`config.mk`:
```
export PLATFORM = sky130hd
export DESIGN_NAME = ansi_csi_color_parser_top
export DESIGN_NICKNAME = d
export VERILOG_FILES = /design/src/hw/rtl/acp_pkg.sv /design/src/hw/rtl/acp_parse_core.sv /design/src/hw/rtl/ansi_csi_color_parser_top.sv
export SDC_FILE = /design/constraint.sdc
export NUM_CORES = 1
export LEC_CHECK = 0
export BUFFER_PORTS_ARGS = -buffer_cell sky130_fd_sc_hd__buf_2
export CORE_ASPECT_RATIO = 0.75
export CORE_MARGIN = 2
export CORE_UTILIZATION = 59
export DETAILED_ROUTE_END_ITERATION = 8
export MAX_ROUTING_LAYER = met4
export PLACE_DENSITY = 0.8
export REMOVE_ABC_BUFFERS = 1
export SYNTH_ARGS = -nofsm -noshare
export SYNTH_HDL_FRONTEND = slang
export SYNTH_HIERARCHICAL = 1
export SYNTH_SLANG_ARGS = --single-unit
```
`constraint.sdc`:
```
create_clock -name clk -period 5.7 [get_ports clk]
set_clock_uncertainty 0.1 [all_clocks]
set_input_delay 0.57 -clock clk [delete_from_list [all_inputs] [get_ports clk]]
set_output_delay 0.57 -clock clk [all_outputs]
set_load 0.02 [all_outputs]
```
`src/hw/rtl/acp_pkg.sv`:
```
// Shared types, constants and lookup functions of the console escape parser.
package acp_pkg;

  localparam int unsigned RGB_W  = 24;
  localparam int unsigned BYTE_W = 8;

  localparam logic [BYTE_W-1:0] CHAR_ESC  = 8'h1B;
  localparam logic [BYTE_W-1:0] CHAR_LBR  = 8'h5B;  // '['
  localparam logic [BYTE_W-1:0] CHAR_SEMI = 8'h3B;  // ';'
  localparam logic [BYTE_W-1:0] CHAR_SGR  = 8'h6D;  // 'm'

  localparam logic [RGB_W-1:0] RESET_DEFAULT_FG = 24'hFFFFFF;
  localparam logic [RGB_W-1:0] RESET_DEFAULT_BG = 24'h000000;

  // Configuration register indexes.
  localparam logic CFG_DEFAULT_FG = 1'b0;
  localparam logic CFG_DEFAULT_BG = 1'b1;

  // One emitted character together with the colors it is drawn in.
  typedef struct packed {
    logic              emit;
    logic [BYTE_W-1:0] ch;
    logic [RGB_W-1:0]  fg;
    logic [RGB_W-1:0]  bg;
  } acp_glyph_t;

  function automatic logic [RGB_W-1:0] palette(input logic [2:0] idx);
    logic [RGB_W-1:0] c;
    case (idx)
      3'd0:    c = 24'h000000;
      3'd1:    c = 24'hAA0000;
      3'd2:    c = 24'h00AA00;
      3'd3:    c = 24'h808000;
      3'd4:    c = 24'h0000AA;
      3'd5:    c = 24'hAA00AA;
      3'd6:    c = 24'h00AAAA;
      default: c = 24'hAAAAAA;
    endcase
    return c;
  endfunction

  function automatic logic is_digit(input logic [BYTE_W-1:0] b);
    return (b inside {[8'h30:8'h39]});
  endfunction

  // Letters that terminate a control sequence: ABCDEFGHJKSTfmsu.
  function automatic logic is_command(input logic [BYTE_W-1:0] b);
    return (b inside {[8'h41:8'h48], 8'h4A, 8'h4B, 8'h53, 8'h54,
                      8'h66, 8'h6D, 8'h73, 8'h75});
  endfunction

endpackage

```
`src/hw/rtl/acp_parse_core.sv`:
```
// Escape sequence state machine and color state of the console parser.
module acp_parse_core (
  input  logic                     clk,
  input  logic                     rst_n,
  input  logic                     step_en,
  input  logic [7:0]               step_byte,
  input  logic                     step_last,
  input  logic [23:0]              def_fg,
  input  logic [23:0]              def_bg,
  output acp_pkg::acp_glyph_t      glyph
);
  import acp_pkg::*;

  typedef enum logic [2:0] {
    MODE_TEXT        = 3'd0,
    MODE_ESC         = 3'd1,
    MODE_CSI_START   = 3'd2,
    MODE_FIRST_PARAM = 3'd3,
    MODE_AFTER_SEMI  = 3'd4,
    MODE_LATER_PARAM = 3'd5
  } mode_t;

  mode_t            mode_r, mode_nxt;
  logic [7:0]       param_r, param_nxt;
  logic             seen_r, seen_nxt;
  logic [RGB_W-1:0] fg_r, fg_nxt;
  logic [RGB_W-1:0] bg_r, bg_nxt;
  logic             rev_r, rev_nxt;

  logic             emit;
  logic             cmd_end;
  logic [7:0]       p_eff;
  logic [11:0]      accum;
  logic [7:0]       p_fg_off;
  logic [7:0]       p_bg_off;

  assign accum    = {4'd0, param_r} * 12'd10 + {8'd0, step_byte[3:0]};
  assign p_eff    = seen_r ? param_r : 8'd0;
  assign p_fg_off = p_eff - 8'd30;
  assign p_bg_off = p_eff - 8'd40;

  always_comb begin
    mode_nxt  = mode_r;
    param_nxt = param_r;
    seen_nxt  = seen_r;
    emit      = 1'b0;
    cmd_end   = 1'b0;
    case (mode_r)
      MODE_ESC: begin
        if (step_byte == CHAR_LBR) begin
          mode_nxt  = MODE_CSI_START;
          param_nxt = 8'd0;
          seen_nxt  = 1'b0;
        end else if (step_byte == CHAR_ESC) begin
          mode_nxt = MODE_ESC;
        end else begin
          mode_nxt = MODE_TEXT;
          emit     = 1'b1;
        end
      end
      MODE_CSI_START: begin
        if (is_digit(step_byte)) begin
          param_nxt = {4'd0, step_byte[3:0]};
          seen_nxt  = 1'b1;
          mode_nxt  = MODE_FIRST_PARAM;
        end else begin
          cmd_end  = is_command(step_byte);
          mode_nxt = MODE_TEXT;
        end
      end
      MODE_FIRST_PARAM, MODE_LATER_PARAM: begin
        if (is_digit(step_byte)) begin
          if (mode_r == MODE_FIRST_PARAM) begin
            param_nxt = (accum > 12'd255) ? 8'd255 : accum[7:0];
          end
        end else if (step_byte == CHAR_SEMI) begin
          mode_nxt = MODE_AFTER_SEMI;
        end else begin
          cmd_end  = is_command(step_byte);
          mode_nxt = MODE_TEXT;
        end
      end
      MODE_AFTER_SEMI: begin
        mode_nxt = is_digit(step_byte) ? MODE_LATER_PARAM : MODE_TEXT;
      end
      default: begin
        if (step_byte == CHAR_ESC) begin
          mode_nxt = MODE_ESC;
        end else begin
          mode_nxt = MODE_TEXT;
          emit     = 1'b1;
        end
      end
    endcase
    if (step_last) begin
      mode_nxt = MODE_TEXT;
    end
  end

  // Select graphic rendition: only the first parameter matters.
  always_comb begin
    fg_nxt  = fg_r;
    bg_nxt  = bg_r;
    rev_nxt = rev_r;
    if (cmd_end && (step_byte == CHAR_SGR)) begin
      if (p_eff == 8'd0) begin
        fg_nxt = def_fg;
        bg_nxt = def_bg;
      end else if (p_eff == 8'd7) begin
        if (!rev_r) begin
          fg_nxt  = bg_r;
          bg_nxt  = fg_r;
          rev_nxt = 1'b1;
        end
      end else if (p_eff == 8'd27) begin
        if (rev_r) begin
          fg_nxt  = bg_r;
          bg_nxt  = fg_r;
          rev_nxt = 1'b0;
        end
      end else if (p_eff inside {[8'd30:8'd37]}) begin
        fg_nxt = palette(p_fg_off[2:0]);
      end else if (p_eff inside {[8'd40:8'd47]}) begin
        bg_nxt = palette(p_bg_off[2:0]);
      end
    end
  end

  // Emitting steps never change the colors, so the current ones go out.
  assign glyph.emit = step_en && emit;
  assign glyph.ch   = step_byte;
  assign glyph.fg   = fg_r;
  assign glyph.bg   = bg_r;

  always_ff @(posedge clk) begin
    if (!rst_n) begin
      mode_r  <= MODE_TEXT;
      param_r <= 8'd0;
      seen_r  <= 1'b0;
      fg_r    <= RESET_DEFAULT_FG;
      bg_r    <= RESET_DEFAULT_BG;
      rev_r   <= 1'b0;
    end else if (step_en) begin
      mode_r  <= mode_nxt;
      param_r <= param_nxt;
      seen_r  <= seen_nxt;
      fg_r    <= fg_nxt;
      bg_r    <= bg_nxt;
      rev_r   <= rev_nxt;
    end
  end

endmodule

```
`src/hw/rtl/ansi_csi_color_parser_top.sv`:
```
// Top level of the console escape sequence parser and color tracker.
//
// Console bytes arrive as beats on the in_ stream, one byte per beat, with
// in_tlast marking the last byte of a write call; any escape or control
// sequence still open after that byte is abandoned. Printable and control
// bytes leave on the out_ stream together with the foreground and
// background colors in effect. Escape sequences are removed; the SGR
// command 'm' updates the colors.
// The block takes one beat per cycle while the receiver does not stall. A
// byte is held in the input register and then evaluated by the parser
// state machine, whose next-state logic is combinational. The result
// register takes the glyph when it is free or being drained, and the glyph
// is offered on the out_ stream from that register. Bytes that belong to a
// sequence produce no output beat.
// When the receiver stalls, the result register holds its beat and the
// input register may still fill, so in_tready drops only when both are
// occupied. Reset empties both registers, puts the parser in text mode,
// clears reverse video and loads white on black as default and current
// colors. The cfg_ port writes the default colors at any edge with cfg_we.
module ansi_csi_color_parser_top (
  input  logic        clk,
  input  logic        rst_n,
  input  logic        in_tvalid,
  output logic        in_tready,
  input  logic [7:0]  in_tdata,   // [7:0] byte_in
  input  logic        in_tlast,   // last_in_write
  output logic        out_tvalid,
  input  logic        out_tready,
  output logic [55:0] out_tdata,  // [7:0] glyph_byte, [31:8] foreground, [55:32] background
  input  logic        cfg_we,
  input  logic        cfg_index,
  input  logic [23:0] cfg_wdata
);
  import acp_pkg::*;

  logic [RGB_W-1:0] def_fg_r;
  logic [RGB_W-1:0] def_bg_r;

  // Input register stage.
  logic             s1_valid_r;
  logic [7:0]       s1_byte_r;
  logic             s1_last_r;

  // Result register stage.
  logic             out_valid_r;
  logic [55:0]      out_data_r;

  logic             s2_ready;
  logic             s1_advance;
  logic             in_accept;
  acp_glyph_t       glyph;

  assign s2_ready   = !out_valid_r || out_tready;
  assign s1_advance = s1_valid_r && s2_ready;
  assign in_tready  = !s1_valid_r || s2_ready;
  assign in_accept  = in_tvalid && in_tready;

  always_ff @(posedge clk) begin
    if (!rst_n) begin
      def_fg_r <= RESET_DEFAULT_FG;
      def_bg_r <= RESET_DEFAULT_BG;
    end else if (cfg_we) begin
      if (cfg_index == CFG_DEFAULT_FG) begin
        def_fg_r <= cfg_wdata;
      end else begin
        def_bg_r <= cfg_wdata;
      end
    end
  end

  always_ff @(posedge clk) begin
    if (!rst_n) begin
      s1_valid_r <= 1'b0;
    end else if (in_tready) begin
      s1_valid_r <= in_tvalid;
    end
  end

  always_ff @(posedge clk) begin
    if (in_accept) begin
      s1_byte_r <= in_tdata;
      s1_last_r <= in_tlast;
    end
  end

  acp_parse_core u_core (
    .clk       (clk),
    .rst_n     (rst_n),
    .step_en   (s1_advance),
    .step_byte (s1_byte_r),
    .step_last (s1_last_r),
    .def_fg    (def_fg_r),
    .def_bg    (def_bg_r),
    .glyph     (glyph)
  );

  // The result register reloads whenever it is free or being drained;
  // a swallowed byte simply leaves it empty.
  always_ff @(posedge clk) begin
    if (!rst_n) begin
      out_valid_r <= 1'b0;
    end else if (s2_ready) begin
      out_valid_r <= glyph.emit;
    end
  end

  always_ff @(posedge clk) begin
    if (s2_ready && glyph.emit) begin
      out_data_r <= {glyph.bg, glyph.fg, glyph.ch};
    end
  end

  assign out_tvalid = out_valid_r;
  assign out_tdata  = out_data_r;

endmodule

```
==> results.toml <==
[run_status]
outcome = "finished, final reports clean"

[worst_hold_path]
worstHoldPathType = "primary input to register"

[synth]
synth_edf_count = 65
async_flop_share = 0
syn-cell-area_um2 = 8650
synth_cell_types = 82
yosys-top-cells-area = "dfxtp_1 (26%), edfxtp_1 (23%), nand2_1 (3.4%)"
yosys.area.top_type_share = 0.257
syn_avg_cell_area_um2 = 10.1
synthFlopType = "dfxtp_1"
ys_seq_area_frac = 0.482
synth_top_cell_by_area = "dfxtp_1"
netlist_instances = 860
synth.ff_latch_count = 176
ys_warn_count = 6

[placement]
place_inst = 1090
place_congestion = 0.930
dp_hpwl_um = 13000
port_buffers = 96

[power_and_ir_drop]
clockPowerShare = 0.416
power_density_nw_per_um2 = 269
power_switching_mw = 0.606
p_leak_nw = 3.57
max-vdd-ir-drop_uv = 219
swShare = 0.235
finalPower_mw = 2.57
p_comb_frac = 0.057
internal-power_mw = 1.97
p_seq_frac = 0.527

[floorplanning]
die_w_um = 144
ios = 97
initial_core_util = 0.601
dieHeight_um = 109
die_area_um2 = 15700
core_um2 = 14400
fp-row-count = 38

[grt]
grt_remaining_overflow = 0
grt_pass1_vias = 6360
grt_most_used_layer = "met2"
grt_max_degree = 87
antenna_found_initial = 0
grt_pass1_wl_um = 33100
use_met2 = 0.404
grtUsageTotal = 0.281
grt_use_met1 = 0.399
grtUsageMet3 = 0.0483

[clock_tree]
cts.sinks = 176
cts-root-buf = "clkbuf_16"
clk_pin_slew_ns = 0.07
worstSkewPairLatency_ns = 0.44
tritoncts = "built"
cts_max_path_buffers = 2
ctsHtreeMaxLevel = 4
cts_setup_buffers = 0
postCtsHoldBufs = 0
numCtsBuffers = 17
ctsResizeCount = 0

[cells_and_area]
n_antenna_cell = 0
final_nets = 966
area_growth_pct = 10.6
drive_above_1_share = 0.197
final_cell_mix = "dfxtp_1 (111), buf_2 (95), nand2_1 (79)"
stdcell_count = 1122
final_common_cell = "dfxtp_1"

[critical_path]
cpLargestDelayFamily = "adder cells"
critPathMaxFanout = 16
required_ns = 5.98
start_kind = "register"
cp-end-kind = "register"
crit_arrival_ns = 3.95
cpMostUsedCell = "ha_1"
cp_cell_sequence = "ha_1 -> ha_1 -> fa_1 -> nand3_1 -> o21ai_0 -> nor4b_1 -> mux2_2 -> a21oi_1 -> o221a_2"
cpPeakStageDelay_ns = 0.67
crit_buf_inv = 0
crit_type = "register to register"
crit_slowest_cell = "dfxtp_1"

[sta]
setup_viol = 0
rsz0062_at_grt = "false"
period_share = 0.644
fin_crit_ns = 3.67
finalHoldViolations = 0
max_slew_margin = 0.174
tightest_slew_ns = 1.23
fmax_ghz = 0.272
slew_violations = 0
tns_ns = 0

[detailed_routing]
ant_nets = 0
drt-pass1-iter-count = 6
via_count = 6984
drc = 0
routedWlPerCell_um = 18.4
drt_iter0_markers = 628
drt_wl_total_um = 20700
via_per_inst = 6.22

[job]
cap_violations = 0
metrics by stage:
stage | util | hold WS, ns | setup slack, ns | instance area, um^2
after floorplan | - | 0.325 | 1.36 | 8210
after global placement | 0.627 | 0.337 | 2.20 | 9030
after detailed placement | 0.627 | 0.339 | 2.08 | 9030
after CTS | 0.664 | 0.200 | 2.05 | 9570
after global routing | 0.664 | 0.198 | 1.86 | 9570
final | 0.664 | 0.208 | 2.03 | 9570
power by group through the flow:
stage / sequential (mW) / combinational [mW] / clock (mW)
after global placement: 1.38 / 0.143 / 0
after CTS: 1.36 / 0.147 / 1.08
after detailed placement: 1.38 / 0.146 / 0
after floorplan: 1.39 / 0.0644 / 0
final: 1.36 / 0.147 / 1.07
after global routing: 1.36 / 0.161 / 1.14
flip-flops by register name (all words and copies together), names as in the netlist, 3 cells and up:
name and flops:
u_core/param_r 8, u_core/mode_r 3, u_core/bg_r 24, u_core/fg_r 24, def_fg_r 24, out_tdata 56
def_bg_r 24, s1_byte_r 8
worst reg2reg max path, stage by stage (launching register included):
cell and delay (ns):
dfxtp_1 0.67, ha_1 0.33, ha_1 0.23, fa_1 0.56
nand3_1 0.09, o21ai_0 0.32, nor4b_1 0.35, mux2_2 0.42
a21oi_1 0.30, o221a_2 0.25
synthesized netlist by cell type (6+ instances only):
cell type  instances
edfxtp_1          65
a211oi_1           6
a22o_1            17
nand2_1           79
clkbuf_1          25
o21a_1             7
nand3b_1          27
buf_2             26
a31oi_1           15
a22oi_1           10
o22ai_1            8
nand3_1           28
inv_1             38
nor3_1            12
buf_4             16
o21ai_1           29
dfxtp_1          111
a21o_1            10
buf_6              6
o21ai_0           52
mux2i_1           15
a221oi_1           8
and2_1             8
o211ai_2          20
nor2_1            36
and3_1             9
o211ai_1           9
nand4_1           28
a21oi_1           24
ha_1              16
o221ai_1           8
cell families (layout without fill, tap and decap cells):
logic type               Yosys count  count (layout)  share of synthesized area
AO/OA/AOI/OAI                    266             266                      0.229
XOR/XNOR                           4               4                    0.00405
adder cells (fa/ha/maj)           18              18                     0.0278
buffers and inverters            115             177                     0.0684
flip-flops                       176             176                      0.482
multiplexers                      19              19                     0.0239
AND/OR/NAND/NOR                  262             262                      0.165
routing by layer:
layer  vias to the layer above  part of all wire
li1                       3320                 -
met1                      3299              0.46
met2                       331              0.44
met3                        34             0.087
met4                         0             0.015
met5                         -                 0
cell type report:
type                       count  area [um^2]
sequential                   176         4170
timing repair buffer         106          558
clock inverter                13         87.6
clock buffer                  19          454
multi-input combinational    569         3900
fill                        1162         4830
inverter                      39          146
tap                          200          250
final timing paths:
path / cells past startpoint / slack, ns / start / end
worst min-delay path: 1 / 0.21 / in_tdata[3] / s1_byte_r[3]$_DFFE_PP_
worst max register to register: 9 / 2.03 / u_core/param_r[1]$_SDFFE_PN0P_ / u_core/param_r[2]$_SDFFE_PN0P_
worst max-delay path: 9 / 2.03 / u_core/param_r[1]$_SDFFE_PN0P_ / u_core/param_r[2]$_SDFFE_PN0P_
worst min register to register: 2 / 0.34 / def_bg_r[0]$_SDFFE_PN0P_ / def_bg_r[0]$_SDFFE_PN0P_
(Power assumes the default switching activity.)
